File: src/design/rgb_to_hsv_pixel_macros.svh
// Assertion macros used by the top-level design file.
// RHP_ASSERT checks a property at every rising clock edge outside reset.
// RHP_ASSERT_ALWAYS checks a property at every rising clock edge, reset included.
`ifndef RGB_TO_HSV_PIXEL_MACROS_SVH
`define RGB_TO_HSV_PIXEL_MACROS_SVH

`ifndef SYNTH
`define RHP_ASSERT(lbl, prop) \
  lbl: assert property (@(posedge clk_i) disable iff (!rst_ni) (prop)) \
    else $error("rgb_to_hsv_pixel: assertion failed");
`define RHP_ASSERT_ALWAYS(lbl, prop) \
  lbl: assert property (@(posedge clk_i) (prop)) \
    else $error("rgb_to_hsv_pixel: assertion failed during or after reset");
`else
`define RHP_ASSERT(lbl, prop)
`define RHP_ASSERT_ALWAYS(lbl, prop)
`endif

`endif

File: src/design/rhp_pkg.sv
`timescale 1ns / 1ps
`default_nettype none

package rhp_pkg;

  // Number of quotient bits, and so of divider cells in the chain.
  localparam int unsigned QuoBits = 16;

  typedef struct packed {
    logic [7:0] red;
    logic [7:0] green;
    logic [7:0] blue;
    logic [7:0] alpha_in;
  } pix_in_t;

  typedef struct packed {
    logic [15:0] hue;
    logic [15:0] saturation;
    logic [7:0]  value;
    logic [7:0]  alpha_out;
  } pix_out_t;

  // Everything one cell of the chain holds for one pixel.
  typedef struct packed {
    logic [10:0] hrem;   // hue partial remainder, below hdiv
    logic [10:0] hdiv;   // six times delta
    logic [15:0] hquo;   // hue quotient bits so far
    logic [7:0]  srem;   // saturation partial remainder, below sdiv
    logic [7:0]  sdiv;   // largest channel
    logic [15:0] slow;   // saturation dividend bits still to bring down
    logic [15:0] squo;   // saturation quotient bits so far
    logic [7:0]  value;
    logic [7:0]  alpha;
    logic        gray;   // all channels equal: hue and saturation are zero
  } cell_t;

endpackage

`default_nettype wire

File: src/design/rhp_prep.sv
`timescale 1ns / 1ps
`default_nettype none

module rhp_prep (
  input  logic            clk_i,
  input  logic            rst_ni,
  input  logic            up_valid_i,
  input  rhp_pkg::pix_in_t up_word_i,
  output logic            up_ready_o,
  output logic            dn_valid_o,
  output rhp_pkg::cell_t  dn_data_o,
  input  logic            dn_ready_i
);

  logic [7:0]         mx, mn, delta;
  logic               red_max, green_max;
  logic signed [11:0] r_s, g_s, b_s, d_s, term, term_w;
  logic [10:0]        six_delta;
  logic [23:0]        s_num;
  rhp_pkg::cell_t     nxt;
  logic               valid_q;
  rhp_pkg::cell_t     data_q;

  always_comb begin
    red_max   = (up_word_i.red >= up_word_i.green) && (up_word_i.red >= up_word_i.blue);
    green_max = !red_max && (up_word_i.green >= up_word_i.blue);
    if (red_max) begin
      mx = up_word_i.red;
    end else if (green_max) begin
      mx = up_word_i.green;
    end else begin
      mx = up_word_i.blue;
    end
    mn = up_word_i.red;
    if (up_word_i.green < mn) begin
      mn = up_word_i.green;
    end
    if (up_word_i.blue < mn) begin
      mn = up_word_i.blue;
    end
    delta = mx - mn;

    r_s = signed'({4'b0, up_word_i.red});
    g_s = signed'({4'b0, up_word_i.green});
    b_s = signed'({4'b0, up_word_i.blue});
    d_s = signed'({4'b0, delta});
    if (red_max) begin
      term = g_s - b_s;
    end else if (green_max) begin
      term = (d_s <<< 1) + b_s - r_s;
    end else begin
      term = (d_s <<< 2) + r_s - g_s;
    end
    six_delta = {1'b0, delta, 2'b0} + {2'b0, delta, 1'b0};
    term_w    = term[11] ? term + signed'({1'b0, six_delta}) : term;

    // delta * 65535 written as delta * 65536 - delta.
    s_num = {delta, 16'b0} - {16'b0, delta};

    nxt.hrem  = term_w[10:0];
    nxt.hdiv  = six_delta;
    nxt.hquo  = '0;
    nxt.srem  = s_num[23:16];
    nxt.sdiv  = mx;
    nxt.slow  = s_num[15:0];
    nxt.squo  = '0;
    nxt.value = mx;
    nxt.alpha = up_word_i.alpha_in;
    nxt.gray  = (delta == 8'd0);
  end

  assign up_ready_o = !valid_q || dn_ready_i;

  always_ff @(posedge clk_i or negedge rst_ni) begin
    if (!rst_ni) begin
      valid_q <= 1'b0;
    end else if (up_ready_o) begin
      valid_q <= up_valid_i;
    end
  end

  always_ff @(posedge clk_i) begin
    if (up_ready_o && up_valid_i) begin
      data_q <= nxt;
    end
  end

  assign dn_valid_o = valid_q;
  assign dn_data_o  = data_q;

endmodule

`default_nettype wire

File: src/design/rhp_cell.sv
`timescale 1ns / 1ps
`default_nettype none

module rhp_cell (
  input  logic           clk_i,
  input  logic           rst_ni,
  input  logic           up_valid_i,
  input  rhp_pkg::cell_t up_data_i,
  output logic           up_ready_o,
  output logic           dn_valid_o,
  output rhp_pkg::cell_t dn_data_o,
  input  logic           dn_ready_i
);

  logic [11:0]    h_rem2, h_sub;
  logic           h_ge;
  logic [8:0]     s_rem2, s_sub;
  logic           s_ge;
  rhp_pkg::cell_t nxt;
  logic           valid_q;
  rhp_pkg::cell_t data_q;

  // One restoring step of each divider: double, compare, subtract.
  always_comb begin
    nxt    = up_data_i;
    h_rem2 = {up_data_i.hrem, 1'b0};
    h_ge   = h_rem2 >= {1'b0, up_data_i.hdiv};
    h_sub  = h_rem2 - {1'b0, up_data_i.hdiv};
    s_rem2 = {up_data_i.srem, up_data_i.slow[15]};
    s_ge   = s_rem2 >= {1'b0, up_data_i.sdiv};
    s_sub  = s_rem2 - {1'b0, up_data_i.sdiv};

    nxt.hrem = h_ge ? h_sub[10:0] : h_rem2[10:0];
    nxt.hquo = {up_data_i.hquo[14:0], h_ge};
    nxt.srem = s_ge ? s_sub[7:0] : s_rem2[7:0];
    nxt.slow = {up_data_i.slow[14:0], 1'b0};
    nxt.squo = {up_data_i.squo[14:0], s_ge};
  end

  assign up_ready_o = !valid_q || dn_ready_i;

  always_ff @(posedge clk_i or negedge rst_ni) begin
    if (!rst_ni) begin
      valid_q <= 1'b0;
    end else if (up_ready_o) begin
      valid_q <= up_valid_i;
    end
  end

  always_ff @(posedge clk_i) begin
    if (up_ready_o && up_valid_i) begin
      data_q <= nxt;
    end
  end

  assign dn_valid_o = valid_q;
  assign dn_data_o  = data_q;

endmodule

`default_nettype wire

File: src/design/rgb_to_hsv_pixel.sv
// Channel  Direction  Handshake                  Word
// in       input      in_valid_i / in_stall_o    rhp_pkg::pix_in_t  (red, green, blue, alpha_in)
// out      output     out_valid_o / out_stall_i  rhp_pkg::pix_out_t (hue, saturation, value,
//                                                                    alpha_out)
// One word is accepted per cycle while the input is not stalled; each word passes in turn through
// the chain: one preparation stage and sixteen divider cells, one per quotient bit of hue and
// saturation.
// Reset clears only the valid flags of the stages; there is no other state to clear.
// A stall at the output holds the last stage; gaps in the chain still close, and the input is
// stalled only once every stage holds a word.
`timescale 1ns / 1ps
`default_nettype none
`include "rgb_to_hsv_pixel_macros.svh"

module rgb_to_hsv_pixel (
  input  logic              clk_i,
  input  logic              rst_ni,
  input  logic              in_valid_i,
  output logic              in_stall_o,
  input  rhp_pkg::pix_in_t  in_word_i,
  output logic              out_valid_o,
  input  logic              out_stall_i,
  output rhp_pkg::pix_out_t out_word_o
);

  localparam int unsigned NumCells = rhp_pkg::QuoBits;

  // Stage 0 is the preparation stage; stages 1 to NumCells are the divider cells.
  logic           stage_valid [NumCells+1];
  logic           stage_ready [NumCells+1];
  rhp_pkg::cell_t stage_data  [NumCells+1];
  logic           prep_ready;

  // The preparation stage finds the largest and smallest channel, the hue sector term and
  // the two divisors, and loads the first partial remainders.
  rhp_prep u_prep (
    .clk_i      (clk_i),
    .rst_ni     (rst_ni),
    .up_valid_i (in_valid_i),
    .up_word_i  (in_word_i),
    .up_ready_o (prep_ready),
    .dn_valid_o (stage_valid[0]),
    .dn_data_o  (stage_data[0]),
    .dn_ready_i (stage_ready[0])
  );

  assign in_stall_o = !prep_ready;

  // Each cell settles one bit of the hue quotient and one bit of the saturation quotient,
  // and passes the pixel on to its neighbour.
  for (genvar k = 0; k < NumCells; k++) begin : g_cell
    rhp_cell u_cell (
      .clk_i      (clk_i),
      .rst_ni     (rst_ni),
      .up_valid_i (stage_valid[k]),
      .up_data_i  (stage_data[k]),
      .up_ready_o (stage_ready[k]),
      .dn_valid_o (stage_valid[k+1]),
      .dn_data_o  (stage_data[k+1]),
      .dn_ready_i (stage_ready[k+1])
    );
  end

  // The last cell doubles as the output register.
  assign stage_ready[NumCells] = !out_stall_i;
  assign out_valid_o           = stage_valid[NumCells];

  // When all channels are equal the hue divisor was zero, so both quotients are forced to zero.
  always_comb begin
    out_word_o.hue        = stage_data[NumCells].gray ? 16'd0 : stage_data[NumCells].hquo;
    out_word_o.saturation = stage_data[NumCells].gray ? 16'd0 : stage_data[NumCells].squo;
    out_word_o.value      = stage_data[NumCells].value;
    out_word_o.alpha_out  = stage_data[NumCells].alpha;
  end

  // The input is stalled only when the chain is full behind a stalled output.
  `RHP_ASSERT(a_stall_backs_up, in_stall_o |-> (out_valid_o && out_stall_i))
  // A black pixel has no saturation.
  `RHP_ASSERT(a_black_no_sat,
      (out_valid_o && out_word_o.value == 8'd0) |-> (out_word_o.saturation == 16'd0))
  // Zero saturation means all channels were equal, and so hue is zero as well.
  `RHP_ASSERT(a_grey_no_hue,
      (out_valid_o && out_word_o.saturation == 16'd0) |-> (out_word_o.hue == 16'd0))
  // Nothing is offered at the output while reset is applied.
  `RHP_ASSERT_ALWAYS(a_reset_empty, !rst_ni |-> !out_valid_o)

endmodule

`default_nettype wire
File: config.mk
export PLATFORM = sky130hd
export DESIGN_NAME = rgb_to_hsv_pixel
export DESIGN_NICKNAME = d
export VERILOG_FILES = /design/src/design/rhp_pkg.sv /design/src/design/rhp_prep.sv /design/src/design/rhp_cell.sv /design/src/design/rgb_to_hsv_pixel.sv
export VERILOG_INCLUDE_DIRS = /design/src /design/src/design
export SDC_FILE = /design/constraint.sdc
export NUM_CORES = 2
export LEC_CHECK = 0
export BUFFER_PORTS_ARGS = -buffer_cell sky130_fd_sc_hd__buf_2
export CORE_UTILIZATION = 58
export DETAILED_ROUTE_END_ITERATION = 16
export MAX_ROUTING_LAYER = met4
export PLACE_DENSITY = 0.83
export SYNTH_ARGS = -nofsm -noshare
export SYNTH_HDL_FRONTEND = slang
export SYNTH_SLANG_ARGS = --single-unit
File: constraint.sdc
create_clock -name clk_i -period 4.99 [get_ports clk_i]
set_input_delay 0.499 -clock clk_i [delete_from_list [all_inputs] [get_ports clk_i]]
set_output_delay 0.499 -clock clk_i [all_outputs]
set_load 0.01 [all_outputs]
# --- Word-level counts from Yosys, hierarchy flattened ---
# Cells that the tools add are included.
classes:
  reduce_logical: 57
  n_addsub: 39
  muxes: 39
  magnitude_cmp: 37
op_table:
  columns: ["op", "count"]
  rows:
  - ["$ge A12 B11 Y1", 16]
  - ["$mux W11", 16]
  - ["$sub A11 B11 Y11", 15]
  - ["$mux W8", 19]
  - ["$ge A9 B8 Y1", 16]
  - ["$sub A8 B8 Y8", 16]
  - ["$mux W16", 2]
  - ["$ge A8 B8 Y1", 3]
  - ["$mux W12", 2]
  - ["$sub A12 B9 Y12", 2]
  - ["$sub A24 B8 Y24", 1]
  - ["$logic_not A1 Y1", 20]
  - ["$logic_and A1 B1 Y1", 19]
  - ["$logic_or A1 B1 Y1", 17]
  - ["$lt A8 B8 Y1", 2]
  - ["$add A10 B8 Y11", 1]
  - ["$add A10 B9 Y11", 1]
  - ["$add A11 B11 Y11", 1]
  - ["$add A9 B8 Y10", 1]
  - ["$sub A8 B8 Y9", 1]
  - ["$logic_not A8 Y1", 1]
word_totals:
  elab_cells: 351
  ff_bits: 1194
  out_inout_bits: 50

# --- Logic depth before layout (Yosys ltp) ---
depth:
  depth_word: 19
  ltp_mapped: 42
  ltp_nobuf: 41

# --- Modules after synthesis ---
# Synthesis repeated with hierarchy kept, for this count alone.
hier_totals:
  cells_unflattened: 4943
  hier_area_um2: 74378.8
by_module_without_submodules:
  columns: ["mod", "cells_each", "area_per_inst_um2", "instances"]
  rows:
  - ["rhp_cell at g_cell[13].u_cell ...", 272, 4269.1, 9]
  - ["rhp_cell at g_cell[0].u_cell ...", 259, 4219.0, 7]
  - ["rhp_prep", 645, 6193.4, 1]
  - ["rgb_to_hsv_pixel", 37, 230.2, 1]

# --- Least setup slack after synthesis ---
# Ideal clock, no wire load.
synth_timing:
  path_kind: "input-to-reg"
  from: "input port in_word_i[17] (netlist bit)"
  to: "register u_prep.data_q, in the netlist u_prep.dn_data_o[102] (data pin)"
  required_ps: 4728
  path_slack_ps: -3365
  t_arrival_ps: 8093
  cell_stages: 38
  setup_ps: 262
  cell_sequence: "inv_1 > ha_1 > nor2b_4 > o211ai_2 > a21o_2 > nand2_1 > clkbuf_1 > a21oi_1 > ha_1 > a2111oi_2 > nand3_1 > nor3_2 > nor3_1 > clkbuf_1 > a21oi_1 > ha_1 > inv_1 > fa_1 > [... 2 more ...] > a21o_1 > a21o_1 > a21oi_1 > xnor2_1 > ha_1 > a21boi_0 > o21ai_0 > nor2b_1 > xnor2_1 > xnor2_1 > a221oi_1 > ha_1 > inv_1 > o21bai_1 > a21oi_1 > xor2_1 > or4_1 > xnor2_1"
synth_rtl:
  columns: ["element", "line", "text"]
  rows:
  - ["start: declaration", "rgb_to_hsv_pixel.sv:20", "input rhp_pkg::pix_in_t in_word_i,"]
  - ["end signal: assignment", "rhp_prep.sv:84", "data_q <= nxt;"]
  - ["end: declaration", "rhp_prep.sv:22", "rhp_pkg::cell_t data_q;"]

==> results.json <==
{
  "period_share_pct": 142,
  "wire_per_inst_um": 19.0,
  "hold_slack_ns": 0.129,
  "switching_share_pct": 35.2,
  "core_area_um2": 90300,
  "drtIter0Drc": 2389,
  "viasPerCell": 5.58,
  "antenna_found_initial": 0,
  "final_cell_mix": "edfxtp_1 (1111), inv_1 (549), ha_1 (362)",
  "start_util_pct": 58.7,
  "nFillCells": 5883,
  "end_kind": "flip-flop",
  "rows": 110,
  "dieArea_um2": 92600,
  "die_h_um": 304,
  "final_common_cell": "edfxtp_1",
  "hold_class": "input port to flip-flop",
  "p_sw_w": 0.0161,
  "grt_busiest_layer": "met2",
  "worstPathRequired_ns": 5.41,
  "postRouteAntennaNets": 0,
  "yosysSeqAreaShare_pct": 63.7,
  "seqPwrFrac_pct": 34.3,
  "cts-root-buf": "clkbuf_16",
  "synth-xor-area-share_pct": 2.74,
  "post-place-ws_ns": -3.14,
  "synth_seq_cells": 1128,
  "gp_congestion": 0.946,
  "grt_pass1_vias": 32900,
  "setup_viol": 30,
  "synth-edff-count": 1111,
  "fmax_mhz": 141,
  "avgSynthCellArea_um2": 13.4,
  "layout_min_cycle_time_ns": 7.09,
  "syn_area_um2": 53000,
  "finClkSkew_ns": 0.0412,
  "ir_worst_vdd_mv": 1.10,
  "slew_headroom_pct": 30.6,
  "start_kind": "input port",
  "hold_viol_final": 0,
  "cts_tree": "yes",
  "violations": "setup timing",
  "synth_cell_type_count": 66,
  "hold_path_depth": 2,
  "ys_warn_count": 0,
  "power_w": 0.0458,
  "grt_use_met1_pct": 24.3,
  "dr.pass1.iters": 8,
  "fin_ws_ns": -2.10,
  "grt_util_all_layers_pct": 23.7,
  "drc": 0,
  "critPathSlowestCell": "fa_2",
  "grtUsageMet2_pct": 44.4,
  "tightest_slew_ns": 1.04,
  "seqCellArea_um2": 33800,
  "synthesis.nets": 4428,
  "post-dp-hpwl_mm": 74.4,
  "multiInputGateArea_um2": 18000,
  "routed_wl_mm": 107,
  "cpPeakStageDelay_ns": 0.64,
  "io_pins": 86,
  "slew_viol_final": 0,
  "rsz0062_at_grt": "yes",
  "crit_type": "input port to flip-flop",
  "via_count": 31500,
  "met3_usage_pct": 2.41,
  "power_frac_comb_pct": 48.7,
  "worst-path-max-fanout": 6,
  "synth_top_family_by_area": "adder cells",
  "fin_nets": 4847,
  "cts_buffers": 100,
  "clk-insertion-delay-late_ns": 0.70,
  "synthFlopType": "edfxtp_1",
  "pwr-share-clk_pct": 16.9,
  "io_buffers": 85,
  "outcome": "complete, but fails checks",
  "synthMuxAreaShare_pct": 2.99,
  "timing.setup.tns_ns": -23.64,
  "grt_overflow": 0,
  "die_w_um": 304,
  "cts_max_level": 3,
  "clock_sinks": 1128,
  "synth-simple-area-share_pct": 7.52,
  "synth_fa_ha_area_share_pct": 10.6,
  "areaGrowthSynthToFinish_pct": 16.0,
  "synth_compound_area_share_pct": 7.96,
  "power-per-cell-area_nw_per_um2": 745,
  "grt_pass1_wl_mm": 168,
  "syn_inst": 3967,
  "clk_pin_slew_ns": 0.06,
  "drv_cap": 0,
  "ys_async_sr_fraction_pct": 1.51,
  "cts_buffer_depth": 3,
  "crit_arrival_ns": 7.52,
  "worst-r2r-cell-count": 13,
  "p_leak_nw": 25.0,
  "drive_above_1_share_pct": 18.1,
  "diodes": 0,
  "utilization_pct": 68.1,
  "grt_max_degree": 71,
  "p_int_w": 0.0297
}
## flip-flops by register name, indices dropped and copies added (netlist names)
signal / cells
g_cell.u_cell.dn_data_o: 1052
u_prep.dn_data_o: 59
g_cell.u_cell.dn_valid_o: 16
u_prep.dn_valid_o: 1
## synthesized netlist by cell type, drive strengths merged, types with 5 or more instances
library cell  count  share of area [%]
or2               8              0.094
nor2            197                1.4
o21bai           23               0.33
a221oi           16               0.26
o31ai            33               0.47
a211o             6              0.099
nand3            21               0.20
a21oi           153                1.5
nor4b             5              0.083
o21a             17               0.24
xor2             65                1.1
a211oi           11               0.16
xnor2           101                1.7
clkbuf           34               0.24
a21o             38               0.54
mux2i            25               0.47
dfrtp            17               0.80
or3               6              0.080
mux2            115                2.5
fa               38                1.4
a31oi             5              0.059
nand2b           50               0.59
nor4              5              0.059
ha              387                9.1
o21ai           283                2.7
nand4            64               0.76
nor2b           121                1.4
o211a            17               0.32
or4              20               0.28
edfxtp         1111                 63
inv             560                4.0
buf              18               0.27
and3             26               0.31
and2             22               0.26
a21boi           66               0.93
nor3             22               0.22
nand2           233                1.6
## layout make-up
cell class | instances | share of cell area [%]
clock inverters | 65 | 1.19
repair buffers | 368 | 4.48
inverters | 561 | 3.47
flip-flops and latches | 1128 | 55.0
well taps | 1176 | 2.39
multi-input cells | 2227 | 29.3
clock buffers | 119 | 4.22
## metrics by stage
stage | area [µm²] | std cells
after floorplan | 53300 | 3967
after global placement | 56700 | 5404
after detailed placement | 56700 | 5404
after CTS | 61000 | 5637
after global routing | 61500 | 5644
final | 61500 | 5644
## power by group through the flow
stage	Clock (W)	Sequential, W	Combinational, W
6_report	0.00775	0.0157	0.0223
5_1_grt	0.00823	0.0159	0.0242
4_1_cts	0.00786	0.0157	0.0209
3_5_place_dp	0	0.0158	0.0194
3_3_place_gp	0	0.0157	0.0187
2_1_floorplan	0	0.0153	0.0135
## per-layer routing
metal  vias up  routed length (µm)  part of all wire (%)
met2       956               58600                    55
met4         0                5560                   5.2
met3       331                3970                   3.7
met5         -                   0                     0
met1     15200               38900                    36
li1      15100                   -                     -
## logic make-up (layout without fill, tap and decap cells)
group,Yosys count,count (layout)
buffers and inverters,613,1113
multiplexers,140,140
XOR/XNOR,166,166
flip-flops,1128,1128
adder cells (fa/ha/maj),425,425
AND/OR/NAND/NOR,806,807
AO/OA/AOI/OAI,689,689
## critical path: cells and delay by family
kind                       cells  cell delay (ns)
buffers and inverters          6             0.55
and+or+nand+nor                7             1.36
AOI/OAI and AO/OA             15             2.49
adders and majority gates      7             2.10
xor gates and xnor gates       5             0.53
## timing repair
| action | 4_1_cts | 5_1_grt |
|---|---|---|
| endpoints found under the setup margin | 32 | 36 |
| hold buffers | 10 | 0 |
| endpoints found under the hold margin | 26 | 0 |
| resized for setup | 125 | 94 |
| cloned | 1 | 0 |
| setup buffers | 44 | 20 |
| pin swaps | 58 | 62 |
## final timing paths
check,start,endpoint,slack [ns]
setup / recovery,in_word_i[30],u_prep.dn_data_o[102],-2.10
hold / removal,out_stall_i,g_cell[15].u_cell.dn_valid_o,0.13
setup reg to reg,g_cell[7].u_cell.dn_data_o[42],g_cell[8].u_cell.dn_data_o[100],0.53
hold reg to reg,u_prep.dn_data_o[43],g_cell[0].u_cell.dn_data_o[44],0.41
max in group asynchronous,rst_ni,g_cell[13].u_cell.dn_valid_o,4.39
min in group asynchronous,rst_ni,g_cell[0].u_cell.dn_valid_o,0.29
Note: power is estimated with default switching activity, not from simulation.
